===== src/rtl/core/gqd_pkg.sv =====
`default_nettype none
package gqd_pkg;

  localparam int GQD_SAMPLE_WIDTH = 16;
  localparam int AXIS_IDX_W       = 3;
  localparam int ORDER_W          = 2;
  localparam int SYM_BITS_W       = 6;
  localparam int BIT_CNT_W        = 3;
  localparam int OUT_TDATA_W      = ((SYM_BITS_W + BIT_CNT_W + 7) / 8) * 8;

  localparam logic [ORDER_W-1:0] MOD_QPSK  = 2'd0;
  localparam logic [ORDER_W-1:0] MOD_QAM16 = 2'd1;
  localparam logic [ORDER_W-1:0] MOD_QAM64 = 2'd2;

  typedef struct packed {
    logic ld_s1;
    logic ld_s2;
    logic ld_s3;
    logic ld_out;
  } gqd_stage_en_t;

  // axis index of the positive level with magnitude 2c+1
  function automatic logic [AXIS_IDX_W-1:0] gqd_pos_index(
    input logic [ORDER_W-1:0] ord,
    input logic [1:0]         c
  );
    logic [AXIS_IDX_W-1:0] idx;
    idx = '0;
    unique case (ord)
      MOD_QPSK: begin
        idx = 3'd0;
      end
      MOD_QAM16: begin
        idx = (c == 2'd0) ? 3'd0 : 3'd2;
      end
      default: begin
        unique case (c)
          2'd0: idx = 3'd4;
          2'd1: idx = 3'd0;
          2'd2: idx = 3'd2;
          default: idx = 3'd6;
        endcase
      end
    endcase
    return idx;
  endfunction

  function automatic logic [BIT_CNT_W-1:0] gqd_bit_count(input logic [ORDER_W-1:0] ord);
    logic [BIT_CNT_W-1:0] n;
    n = '0;
    unique case (ord)
      MOD_QPSK:  n = 3'd2;
      MOD_QAM16: n = 3'd4;
      default:   n = 3'd6;
    endcase
    return n;
  endfunction

endpackage
`default_nettype wire


===== src/rtl/core/gray_qam_hard_demapper_core.sv =====
`default_nettype none
// gray-coded qam hard demapper (qpsk, 16qam, 64qam)
// input stream: one request per i/q sample, in_tdata carries sample_i in the
//   low SAMPLE_WIDTH bits and sample_q above it (signed, SAMPLE_WIDTH-4 frac bits)
// output stream: one request per sample, out_tdata = symbol_bits [5:0],
//   bit_count [8:6], zeros above; bit 2k is i index bit k, bit 2k+1 q index bit k
// config: cfg_wr_en writes cfg_wr_data as the modulation order
//   (0 qpsk, 1 16qam, 2 64qam, 3 acts as 64qam); write only while idle
// pipeline: four register stages; an accepted sample passes stage one, stage two,
//   stage three and the output register before out_tvalid rises
// throughput: one sample per clock unless stalled; each axis lane registers
//   magnitude, square and power scaling, then the threshold compare feeds the
//   merge stage, which interleaves both axis indexes into the output register
// reset: pipeline emptied, order returns to qpsk
// a stalled receiver holds the output; the stages ahead keep filling any
//   bubbles, and in_tready drops only once every stage holds a sample
module gray_qam_hard_demapper_core
  import gqd_pkg::*;
#(
  parameter  int SAMPLE_WIDTH = GQD_SAMPLE_WIDTH,
  localparam int IN_TDATA_W   = ((2 * SAMPLE_WIDTH + 7) / 8) * 8
) (
  input  wire logic                   clk,
  input  wire logic                   rst_n,
  input  wire logic                   in_tvalid,
  output logic                        in_tready,
  input  wire logic [IN_TDATA_W-1:0]  in_tdata,   // sample_i, sample_q
  output logic                        out_tvalid,
  input  wire logic                   out_tready,
  output logic      [OUT_TDATA_W-1:0] out_tdata,  // symbol_bits, bit_count
  input  wire logic                   cfg_wr_en,
  input  wire logic [ORDER_W-1:0]     cfg_wr_data
);

  logic [ORDER_W-1:0]    mod_order_r;
  logic [ORDER_W-1:0]    ord_in;
  logic [ORDER_W-1:0]    ord1_r, ord2_r, ord3_r;
  logic                  v1_r, v2_r, v3_r, vo_r;
  logic                  rdy1, rdy2, rdy3, rdyo;
  gqd_stage_en_t         en;
  logic [AXIS_IDX_W-1:0] idx_i, idx_q;
  logic [SYM_BITS_W-1:0] symbol_bits;
  logic [BIT_CNT_W-1:0]  bit_count;

  always_ff @(posedge clk) begin
    if (!rst_n) begin
      mod_order_r <= MOD_QPSK;
    end else if (cfg_wr_en) begin
      mod_order_r <= cfg_wr_data;
    end
  end

  assign ord_in = (mod_order_r > MOD_QAM64) ? MOD_QAM64 : mod_order_r;

  // a stage takes new data when it is empty or its content moves on
  assign rdyo = !vo_r || out_tready;
  assign rdy3 = !v3_r || rdyo;
  assign rdy2 = !v2_r || rdy3;
  assign rdy1 = !v1_r || rdy2;
  assign in_tready = rdy1;

  assign en.ld_s1  = rdy1 && in_tvalid;
  assign en.ld_s2  = rdy2 && v1_r;
  assign en.ld_s3  = rdy3 && v2_r;
  assign en.ld_out = rdyo && v3_r;

  always_ff @(posedge clk) begin
    if (!rst_n) begin
      v1_r <= 1'b0;
      v2_r <= 1'b0;
      v3_r <= 1'b0;
      vo_r <= 1'b0;
    end else begin
      if (rdy1) v1_r <= in_tvalid;
      if (rdy2) v2_r <= v1_r;
      if (rdy3) v3_r <= v2_r;
      if (rdyo) vo_r <= v3_r;
    end
  end

  always_ff @(posedge clk) begin
    if (en.ld_s1) ord1_r <= ord_in;
    if (en.ld_s2) ord2_r <= ord1_r;
    if (en.ld_s3) ord3_r <= ord2_r;
  end

  gqd_lane #(
    .SAMPLE_WIDTH(SAMPLE_WIDTH)
  ) u_lane_i (
    .clk    (clk),
    .en     (en),
    .sample (in_tdata[SAMPLE_WIDTH-1:0]),
    .ord_s2 (ord2_r),
    .ord_s3 (ord3_r),
    .idx    (idx_i)
  );

  gqd_lane #(
    .SAMPLE_WIDTH(SAMPLE_WIDTH)
  ) u_lane_q (
    .clk    (clk),
    .en     (en),
    .sample (in_tdata[2*SAMPLE_WIDTH-1:SAMPLE_WIDTH]),
    .ord_s2 (ord2_r),
    .ord_s3 (ord3_r),
    .idx    (idx_q)
  );

  gqd_merge u_merge (
    .clk         (clk),
    .ld          (en.ld_out),
    .ord         (ord3_r),
    .idx_i       (idx_i),
    .idx_q       (idx_q),
    .symbol_bits (symbol_bits),
    .bit_count   (bit_count)
  );

  assign out_tvalid = vo_r;
  assign out_tdata  = {(OUT_TDATA_W - SYM_BITS_W - BIT_CNT_W)'(0), bit_count, symbol_bits};

`ifndef SYNTHESIS
  a_stage_hold: assert property (@(posedge clk) disable iff (!rst_n)
    v3_r && !rdy3 |=> v3_r)
    else $error("stage three dropped a sample while blocked");

  a_accept_fills: assert property (@(posedge clk) disable iff (!rst_n)
    in_tvalid && in_tready |=> v1_r)
    else $error("accepted sample did not enter stage one");

  a_bit_count: assert property (@(posedge clk) disable iff (!rst_n)
    out_tvalid |-> (bit_count == 3'd2 || bit_count == 3'd4 || bit_count == 3'd6))
    else $error("bad bit count on output");

  a_qpsk_upper: assert property (@(posedge clk) disable iff (!rst_n)
    out_tvalid && bit_count == 3'd2 |-> symbol_bits[SYM_BITS_W-1:2] == '0)
    else $error("qpsk result has upper bits set");

  a_qam16_upper: assert property (@(posedge clk) disable iff (!rst_n)
    out_tvalid && bit_count == 3'd4 |-> symbol_bits[SYM_BITS_W-1:4] == '0)
    else $error("16qam result has upper bits set");
`endif

endmodule
`default_nettype wire


===== src/rtl/core/gqd_lane.sv =====
`default_nettype none
module gqd_lane
  import gqd_pkg::*;
#(
  parameter int SAMPLE_WIDTH = GQD_SAMPLE_WIDTH
) (
  input  wire logic                    clk,
  input  wire gqd_stage_en_t           en,
  input  wire logic [SAMPLE_WIDTH-1:0] sample,
  input  wire logic [ORDER_W-1:0]      ord_s2,
  input  wire logic [ORDER_W-1:0]      ord_s3,
  output logic      [AXIS_IDX_W-1:0]   idx
);

  localparam int SQ_W    = 2 * SAMPLE_WIDTH;
  localparam int PW_W    = SQ_W + 6;
  localparam int THR_SH  = 2 * (SAMPLE_WIDTH - 4) + 2;

  localparam logic [PW_W-1:0] THR1 = PW_W'(1) << THR_SH;
  localparam logic [PW_W-1:0] THR2 = PW_W'(4) << THR_SH;
  localparam logic [PW_W-1:0] THR3 = PW_W'(9) << THR_SH;

  logic                    neg_nxt;
  logic [SAMPLE_WIDTH-1:0] mag_nxt;
  logic [SAMPLE_WIDTH-1:0] mag_r;
  logic                    neg1_r;
  logic [SQ_W-1:0]         sq_nxt;
  logic [SQ_W-1:0]         sq_r;
  logic                    neg2_r;
  logic [PW_W-1:0]         pw_nxt;
  logic [PW_W-1:0]         pw_r;
  logic                    neg3_r;
  logic                    gt1, gt2, gt3;
  logic [1:0]              lvl;
  logic [AXIS_IDX_W-1:0]   pos_idx;

  // the most negative code maps to 2^(w-1), still fits unsigned
  assign neg_nxt = sample[SAMPLE_WIDTH-1];
  assign mag_nxt = neg_nxt ? (~sample + 1'b1) : sample;

  always_ff @(posedge clk) begin
    if (en.ld_s1) begin
      mag_r  <= mag_nxt;
      neg1_r <= neg_nxt;
    end
  end

  assign sq_nxt = SQ_W'(mag_r) * SQ_W'(mag_r);

  always_ff @(posedge clk) begin
    if (en.ld_s2) begin
      sq_r   <= sq_nxt;
      neg2_r <= neg1_r;
    end
  end

  // scale by mean symbol power 2, 10 or 42
  always_comb begin
    unique case (ord_s2)
      MOD_QPSK:  pw_nxt = PW_W'(sq_r) << 1;
      MOD_QAM16: pw_nxt = (PW_W'(sq_r) << 3) + (PW_W'(sq_r) << 1);
      default:   pw_nxt = (PW_W'(sq_r) << 5) + (PW_W'(sq_r) << 3) + (PW_W'(sq_r) << 1);
    endcase
  end

  always_ff @(posedge clk) begin
    if (en.ld_s3) begin
      pw_r   <= pw_nxt;
      neg3_r <= neg2_r;
    end
  end

  assign gt1 = pw_r > THR1;
  assign gt2 = pw_r > THR2;
  assign gt3 = pw_r > THR3;

  // thresholds are increasing, so the count is a priority pick
  always_comb begin
    unique case (ord_s3)
      MOD_QPSK:  lvl = 2'd0;
      MOD_QAM16: lvl = gt1 ? 2'd1 : 2'd0;
      default: begin
        priority if (gt3) lvl = 2'd3;
        else if (gt2)     lvl = 2'd2;
        else if (gt1)     lvl = 2'd1;
        else              lvl = 2'd0;
      end
    endcase
  end

  assign pos_idx = gqd_pos_index(ord_s3, lvl);
  // positive level indexes are even, the negative twin is the next one
  assign idx     = {pos_idx[AXIS_IDX_W-1:1], neg3_r};

endmodule
`default_nettype wire


===== src/rtl/core/gqd_merge.sv =====
`default_nettype none
module gqd_merge
  import gqd_pkg::*;
(
  input  wire logic                  clk,
  input  wire logic                  ld,
  input  wire logic [ORDER_W-1:0]    ord,
  input  wire logic [AXIS_IDX_W-1:0] idx_i,
  input  wire logic [AXIS_IDX_W-1:0] idx_q,
  output logic      [SYM_BITS_W-1:0] symbol_bits,
  output logic      [BIT_CNT_W-1:0]  bit_count
);

  logic [SYM_BITS_W-1:0] bits_nxt;
  logic [SYM_BITS_W-1:0] bits_r;
  logic [BIT_CNT_W-1:0]  cnt_r;

  // unused upper index bits are already zero for the smaller orders
  always_comb begin
    for (int k = 0; k < AXIS_IDX_W; k++) begin
      bits_nxt[2*k]   = idx_i[k];
      bits_nxt[2*k+1] = idx_q[k];
    end
  end

  always_ff @(posedge clk) begin
    if (ld) begin
      bits_r <= bits_nxt;
      cnt_r  <= gqd_bit_count(ord);
    end
  end

  assign symbol_bits = bits_r;
  assign bit_count   = cnt_r;

endmodule
`default_nettype wire


===== config.mk =====
export PLATFORM = sky130hd
export DESIGN_NAME = gray_qam_hard_demapper_core
export DESIGN_NICKNAME = d
export VERILOG_FILES = /design/src/rtl/core/gqd_pkg.sv /design/src/rtl/core/gray_qam_hard_demapper_core.sv /design/src/rtl/core/gqd_lane.sv /design/src/rtl/core/gqd_merge.sv
export SDC_FILE = /design/constraint.sdc
export NUM_CORES = 2
export LEC_CHECK = 0
export BUFFER_PORTS_ARGS = -buffer_cell sky130_fd_sc_hd__buf_2
export CAP_MARGIN = 15
export CORE_UTILIZATION = 34
export CTS_CLUSTER_DIAMETER = 150
export DETAILED_ROUTE_END_ITERATION = 7
export PLACE_DENSITY = 0.51
export SLEW_MARGIN = 25
export SYNTH_ARGS = -nofsm -noshare
export SYNTH_HDL_FRONTEND = slang
export SYNTH_SLANG_ARGS = --single-unit

===== constraint.sdc =====
create_clock -name clk -period 14.05 [get_ports clk]
set_input_delay 0.7025 -clock clk [delete_from_list [all_inputs] [get_ports clk]]
set_output_delay 0.7025 -clock clk [all_outputs]
set_load 0.01 [all_outputs]

After elaboration in Yosys (flattened, before gate mapping)
Index checks and enable logic that the tools add are counted.
{"block": "classes", "n_lt_le_gt_ge": 7, "bitwise": 2, "n_reduce_logical": 16, "n_mul": 2, "add_sub_neg": 8, "eq_ne": 6, "muxes": 19}
{"op": "$pmux W38 S2", "count": 2}
{"op": "$add A37 B35 Y38", "count": 2}
{"op": "$add A38 B33 Y38", "count": 2}
{"op": "$gt A38 B27 Y1 const B", "count": 2}
{"op": "$gt A38 B29 Y1 const B", "count": 2}
{"op": "$gt A38 B30 Y1 const B", "count": 2}
{"op": "$add A35 B33 Y36", "count": 2}
{"op": "$mul A16 B16 Y32", "count": 2}
{"op": "$add A16 B1 Y16 const B", "count": 2}
{"op": "$not A16 Y16", "count": 2}
{"op": "$mux W15", "count": 2}
{"op": "$pmux W3 S2", "count": 3}
{"op": "$pmux W3 S3", "count": 2}
{"op": "$mux W2", "count": 6}
{"op": "$eq A2 B1 Y1 const B", "count": 4}
{"op": "$logic_not A2 Y1", "count": 4}
{"op": "$pmux W2 S2", "count": 2}
{"op": "$eq A2 B2 Y1 const B", "count": 2}
{"op": "$logic_and A1 B1 Y1", "count": 4}
{"op": "$logic_not A1 Y1", "count": 4}
{"op": "$logic_or A1 B1 Y1", "count": 4}
{"op": "$gt A2 B2 Y1 const B", "count": 1}
{"op": "$mux W1", "count": 2}
{"block": "word_totals", "regBits": 199, "in_bits": 39, "word_cells": 84, "out_inout_bits": 18}

Longest topological paths before layout
{"block": "depth", "word_depth": 8, "ltp_mapped": 26, "ltp_nobuf": 24}

Modules after synthesis
Synthesis repeated with hierarchy kept, for this count alone.
{"block": "unflattened", "hier_cells": 3154, "hier_area_um2": 29846.1}
{"module": "gqd_lane (u_lane_i)", "seq_area_each_um2": 2582.5, "cells_each": 1593, "area_each_um2": 14875.5, "instances": 1}
{"module": "gqd_lane (u_lane_q)", "seq_area_each_um2": 2582.5, "cells_each": 1510, "area_each_um2": 14211.1, "instances": 1}
{"module": "gray_qam_hard_demapper_core", "seq_area_each_um2": 300.3, "cells_each": 39, "area_each_um2": 495.5, "instances": 1}
{"module": "gqd_merge", "seq_area_each_um2": 240.2, "cells_each": 12, "area_each_um2": 264.0, "instances": 1}

Worst setup path after synthesis
Ideal clock, no wire load.
{"block": "synth_path", "path_type": "reg-to-reg", "start": "register u_lane_i.mag_r[1]", "end": "register u_lane_i.sq_r[31], data pin", "required_ns": 13.791, "path_slack_ns": 7.590, "arrival_ns": 6.201, "period_less_slack_ns": 6.460, "path_stages_with_launch": 23, "cell_sequence": "edfxtp_1 -> clkbuf_1 -> clkbuf_1 -> nand2_1 -> fa_1 -> inv_1 -> fa_1 -> fa_1 -> fa_1 -> fa_1 -> inv_1 -> fa_1 -> inv_1 -> ha_1 -> a21o_1 -> a21o_1 -> a211oi_1 -> nor2b_1 -> o31ai_1 -> a211oi_1 -> a221o_1 -> a21oi_1 -> xnor2_1"}
{"block": "synth_between", "elab_chain_cells": 1}
{"element": "start, declared", "line_no": "gqd_lane.sv:25", "text": "logic [SAMPLE_WIDTH-1:0] mag_r;"}
{"element": "start signal, assigned", "line_no": "gqd_lane.sv:43", "text": "mag_r <= mag_nxt;"}
{"element": "$mul A16 B16 Y32", "line_no": "gqd_lane.sv:48", "text": "assign sq_nxt = SQ_W'(mag_r) * SQ_W'(mag_r);"}
{"element": "net u_lane_i.sq_nxt[31]", "line_no": "gqd_lane.sv:27", "text": "logic [SQ_W-1:0] sq_nxt;"}
{"element": "end signal, assigned", "line_no": "gqd_lane.sv:52", "text": "sq_r <= sq_nxt;"}
{"element": "end, declared", "line_no": "gqd_lane.sv:28", "text": "logic [SQ_W-1:0] sq_r;"}
The timed path passes the listed nets, and every way through them passes these cells.
A chain may end at the register's enable or synchronous reset.

Worst setup path in the final report
Ends and elaborated chain as after synthesis.

==> impl.org <==
** Cells and area
- 0 antenna diodes ended up in the layout.
- Layout cell share with drive strength beyond 1 :: 0.0420
- The net count of the finished layout is 3957.
- Compared with the post-synthesis result, the final layout area differs by 6.84%.

** STA
- Min Clock Period, post-route :: 6.87 ns
- For the pin with the worst max-slew slack, the measured transition is 1.01 ns.
- For the final database, setup skew stands at 0.0149 ns.
- Based on the critical path, the design can be clocked at up to 146 MHz.
- Worst-case hold slack :: 0.414 ns
- Final-report hold violation count :: 0
- Setup repair after global routing left no endpoint under its margin.
- Of the available clock period, the critical path in the final layout requires 0.489.
- Measured against its own limit, the worst slew margin works out to 0.319.
- Setup violations remaining at the end of the flow were counted as 0.
- Post-route setup TNS :: 0 ns
- Setup slack on the critical path of the routed design comes to 7.18 ns.
- The max-slew violation count came to 0.

** Status
- Result of the run :: completed

** Min path
- Count of cells along the worst hold path :: 1
- Worst Hold Path EP :: u_lane_i.mag_r[0]
- The worst hold path begins at in_tdata[0].
- In this run the worst hold path is classified as in2reg.

** Placement
- Hpwl dp :: 57300 µm
- During placement, the flow inserted port buffers numbering 48.
- RePlAce Congestion :: 0.872
- Pre-CTS setup slack :: 7.11 ns

** Synth
- For this run, the register share of the synthesized area comes to 0.190.
- Async set-or-reset flop fraction in the synthesized netlist :: 0
- Netlist cell types :: 80
- After synthesis the netlist holds a flip-flop and latch count of 192.
- Area of the mapped netlist :: 30000 µm²
- Count of flip-flops with a built-in enable after synthesis :: 186
- The Yosys step of the flow raised 0 warnings.
- Synthesized instance count :: 3212
- Ranking of synthesized cells by area :: sky130_fd_sc_hd__fa_1 (25%), sky130_fd_sc_hd__edfxtp_1 (19%), sky130_fd_sc_hd__ha_1 (14%)
- Post-synth top flop :: sky130_fd_sc_hd__edfxtp_1
- sky130_fd_sc_hd__fa_1 takes more of the synthesized area than any other cell.
- Each instance of the synthesized netlist takes up on average roughly 9.4 µm².
- Of the post-synthesis cell area, the dominant cell type holds 0.255.

** Global routing
- Overall track demand over capacity in global routing :: 0.160
- Maximum number of pins on one net before global-route repair :: 76
- The number of antenna violations at the first check in global routing came to 1.
- The via count of the first global-routing pass was 21500.
- The first global-routing pass estimated 115000 µm of wire.
- Summed over all layers, the global routing overflow is 0.

** Route
- Count of antenna-violating nets left after detailed routing :: 0
- TritonRoute pass-1 iters :: 5
- Vias after detailed routing :: 21200
- Total wire length :: 69400 µm
- DRC :: 0
- The first routing iteration left 1183 violations.
- Routed wire length per instance :: around 16 µm
- Using the TritonRoute via totals, the vias-per-cell ratio works out to 4.86.

** Clock tree
- Clock latency on the worst-skew pair :: 0.51 ns
- Clock-pin slew reported for the worst setup and hold paths after clock tree synthesis :: roughly 0.080 ns
- Number of buffers inserted by hold repair at cts :: 0
- Root buffer cell :: sky130_fd_sc_hd__clkbuf_16
- The number of gates resized after CTS was 0.
- The H-tree was split into 4 levels.
- Number of clock sinks :: 192
- After clock tree synthesis, the setup repair step added 0 buffers.
- TritonCTS built the clock tree.
- Number of buffers on the longest clock path :: 2
- TritonCTS created 17 clock buffers.

** Worst setup path
- The worst setup path is launched from a register.
- Crit path required time :: 14.31 ns
- At the worst endpoint, the arrival time is 7.13 ns.
- Number of cells traversed by the worst register-to-register path :: 20
- Of all nets on the critical path, the largest fanout is 19.
- STA classifies the critical path endpoint as a register.
- Setup slack of the most critical reg-to-reg path :: between 7 and 8 ns
- The worst register-to-register path begins at u_lane_i.mag_r[1].
- By startpoint and endpoint, the worst setup path is classified as reg2reg.
- Worst flop-to-flop path endpoint :: u_lane_i.sq_r[31]

** Floorplanning
- Y dimension of the die :: 299 µm
- Row Count :: 108
- The initial utilization of the core area, before any placement, comes to 0.345.
- Number of placed I/O pins :: 57
- Core area :: 87200 µm²
- The die is approximately 300 µm wide.
- Die outline area :: 89600 µm²

** Flow run
- Number of max-capacitance violations reported :: 0
[worst max-delay path, cell delays in order, from the launching register on]
cell and delay, ns:
sky130_fd_sc_hd__edfxtp_1 0.76, sky130_fd_sc_hd__nand2_1 0.17, sky130_fd_sc_hd__fa_1 0.63, sky130_fd_sc_hd__inv_1 0.08, sky130_fd_sc_hd__fa_1 0.50, sky130_fd_sc_hd__fa_1 0.52
sky130_fd_sc_hd__fa_1 0.52, sky130_fd_sc_hd__fa_1 0.54, sky130_fd_sc_hd__inv_1 0.05, sky130_fd_sc_hd__fa_1 0.53, sky130_fd_sc_hd__inv_1 0.04, sky130_fd_sc_hd__ha_1 0.37
sky130_fd_sc_hd__a21o_1 0.20, sky130_fd_sc_hd__a21o_1 0.18, sky130_fd_sc_hd__a211oi_1 0.23, sky130_fd_sc_hd__nor2b_1 0.09, sky130_fd_sc_hd__o31ai_1 0.32, sky130_fd_sc_hd__a211oi_1 0.24
sky130_fd_sc_hd__a221o_1 0.37, sky130_fd_sc_hd__a21oi_1 0.18, sky130_fd_sc_hd__xnor2_1 0.09
[state kept, by name, summed over array words and instances (netlist names)]
| signal | flops |
|---|---|
| u_lane_q.neg3_r | 1 |
| v2_r | 1 |
| ord3_r | 2 |
| u_merge.symbol_bits | 6 |
| u_merge.bit_count | 2 |
| v1_r | 1 |
| u_lane_q.neg2_r | 1 |
| u_lane_q.sq_r | 31 |
| ord2_r | 2 |
| u_lane_q.mag_r | 16 |
| out_tvalid | 1 |
| u_lane_i.mag_r | 16 |
| u_lane_i.pw_r | 36 |
| u_lane_i.sq_r | 31 |
| ord1_r | 2 |
| mod_order_r | 2 |
| u_lane_i.neg2_r | 1 |
| v3_r | 1 |
| u_lane_q.pw_r | 36 |
| u_lane_i.neg1_r | 1 |
| u_lane_i.neg3_r | 1 |
| u_lane_q.neg1_r | 1 |
[cells in the final DEF, fill, tap and decap left out, types with 8 or more instances in the layout]
master,synthesis,layout
sky130_fd_sc_hd__clkbuf_16,0,17
sky130_fd_sc_hd__a2111oi_0,10,10
sky130_fd_sc_hd__o211ai_1,11,11
sky130_fd_sc_hd__or3_1,30,30
sky130_fd_sc_hd__o21a_1,25,25
sky130_fd_sc_hd__a21o_1,102,102
sky130_fd_sc_hd__buf_2,3,48
sky130_fd_sc_hd__nor2b_1,45,44
sky130_fd_sc_hd__nor2_1,151,150
sky130_fd_sc_hd__ha_1,335,335
sky130_fd_sc_hd__a211oi_1,25,25
sky130_fd_sc_hd__a31oi_1,23,22
sky130_fd_sc_hd__a211o_1,9,9
sky130_fd_sc_hd__o21bai_1,21,21
sky130_fd_sc_hd__nor3_1,41,41
sky130_fd_sc_hd__nand2b_1,31,31
sky130_fd_sc_hd__mux2i_1,30,30
sky130_fd_sc_hd__and3_1,23,23
sky130_fd_sc_hd__fa_1,382,382
sky130_fd_sc_hd__conb_1,1,8
sky130_fd_sc_hd__and2_1,75,75
sky130_fd_sc_hd__or2_2,11,11
sky130_fd_sc_hd__inv_1,565,565
sky130_fd_sc_hd__xnor2_1,132,132
sky130_fd_sc_hd__nand4_1,24,24
sky130_fd_sc_hd__or4_1,8,8
sky130_fd_sc_hd__xor2_1,59,59
sky130_fd_sc_hd__buf_4,8,12
sky130_fd_sc_hd__a22oi_1,10,10
sky130_fd_sc_hd__edfxtp_1,186,186
sky130_fd_sc_hd__mux2_2,8,8
sky130_fd_sc_hd__a21oi_1,176,176
sky130_fd_sc_hd__o22ai_1,13,13
sky130_fd_sc_hd__a31o_2,13,13
sky130_fd_sc_hd__o31ai_1,16,16
sky130_fd_sc_hd__nand3_1,40,40
sky130_fd_sc_hd__nand2_1,254,254
sky130_fd_sc_hd__o21ai_0,125,125
sky130_fd_sc_hd__nor4_1,15,15
[cell families after synthesis]
logic type                 count (synthesis)  share of synthesized area
xor gates and xnor gates                 191                     0.0557
adders and majority gates                719                      0.395
and+or+nand+nor                          766                      0.124
DFF                                      192                      0.190
AOI/OAI and AO/OA                        643                      0.139
other                                      1                   0.000125
buffers and inverters                    662                     0.0838
muxes                                     38                     0.0130
[synthesized netlist by cell type, drive strengths merged (12+ instances only)]
library cell,count
a21o,102
nand2,254
xnor2,132
nand2b,31
or3,30
o21a,25
nand3,40
buf,17
a211oi,26
o211ai,12
ha,335
and3,23
a21oi,176
clkbuf,80
o31ai,17
nor2b,45
o22ai,13
a31o,13
edfxtp,186
a31oi,23
o21ai,130
mux2i,30
nor4,15
inv,565
xor2,59
nor2,151
nand4,24
fa,382
nor3,41
and2,76
o21bai,21
[area by class of cell]
type	count	area, µm²
fillers	8899	55100
multi-input cells	2365	21900
flip-flops and latches	192	5710
inverters	565	2120
well taps	1155	1450
clock buffers	17	425
repair buffers	60	330
clock inverters	15	190
[stage by stage]
stage	utilization	instances	cell area [µm²]
6_report	0.368	4369	32100
5_1_grt	0.368	4369	32100
4_1_cts	0.368	4369	32100
3_5_place_dp	0.361	4337	31500
3_3_place_gp	0.361	4337	31500
2_1_floorplan	-	3219	30100
[per-layer routing]
layer	wire, µm	vias to the layer above	global-route usage
met4	731	2	0.0326
met2	28500	289	0.234
li1	-	10700	-
met3	1980	40	0.0187
met5	12	-	0
met1	38200	10200	0.250
[worst max-delay path by stage]
stage	startpoint	end	slack [ns]
finish	u_lane_i.mag_r[1]	u_lane_i.sq_r[31]	7.18
floorplan	u_lane_i.mag_r[1]	u_lane_i.sq_r[31]	7.59
CTS	u_lane_i.mag_r[9]	u_lane_i.sq_r[26]	7.09
global placement	u_lane_i.mag_r[9]	u_lane_i.sq_r[26]	7.06
global route	u_lane_i.mag_r[9]	u_lane_i.sq_r[26]	6.66
detailed placement	u_lane_i.mag_r[9]	u_lane_i.sq_r[26]	7.11
Power is left out: the tool's default activity adds up to more than one toggle a clock period on the data nets, which glitch-free logic cannot reach.
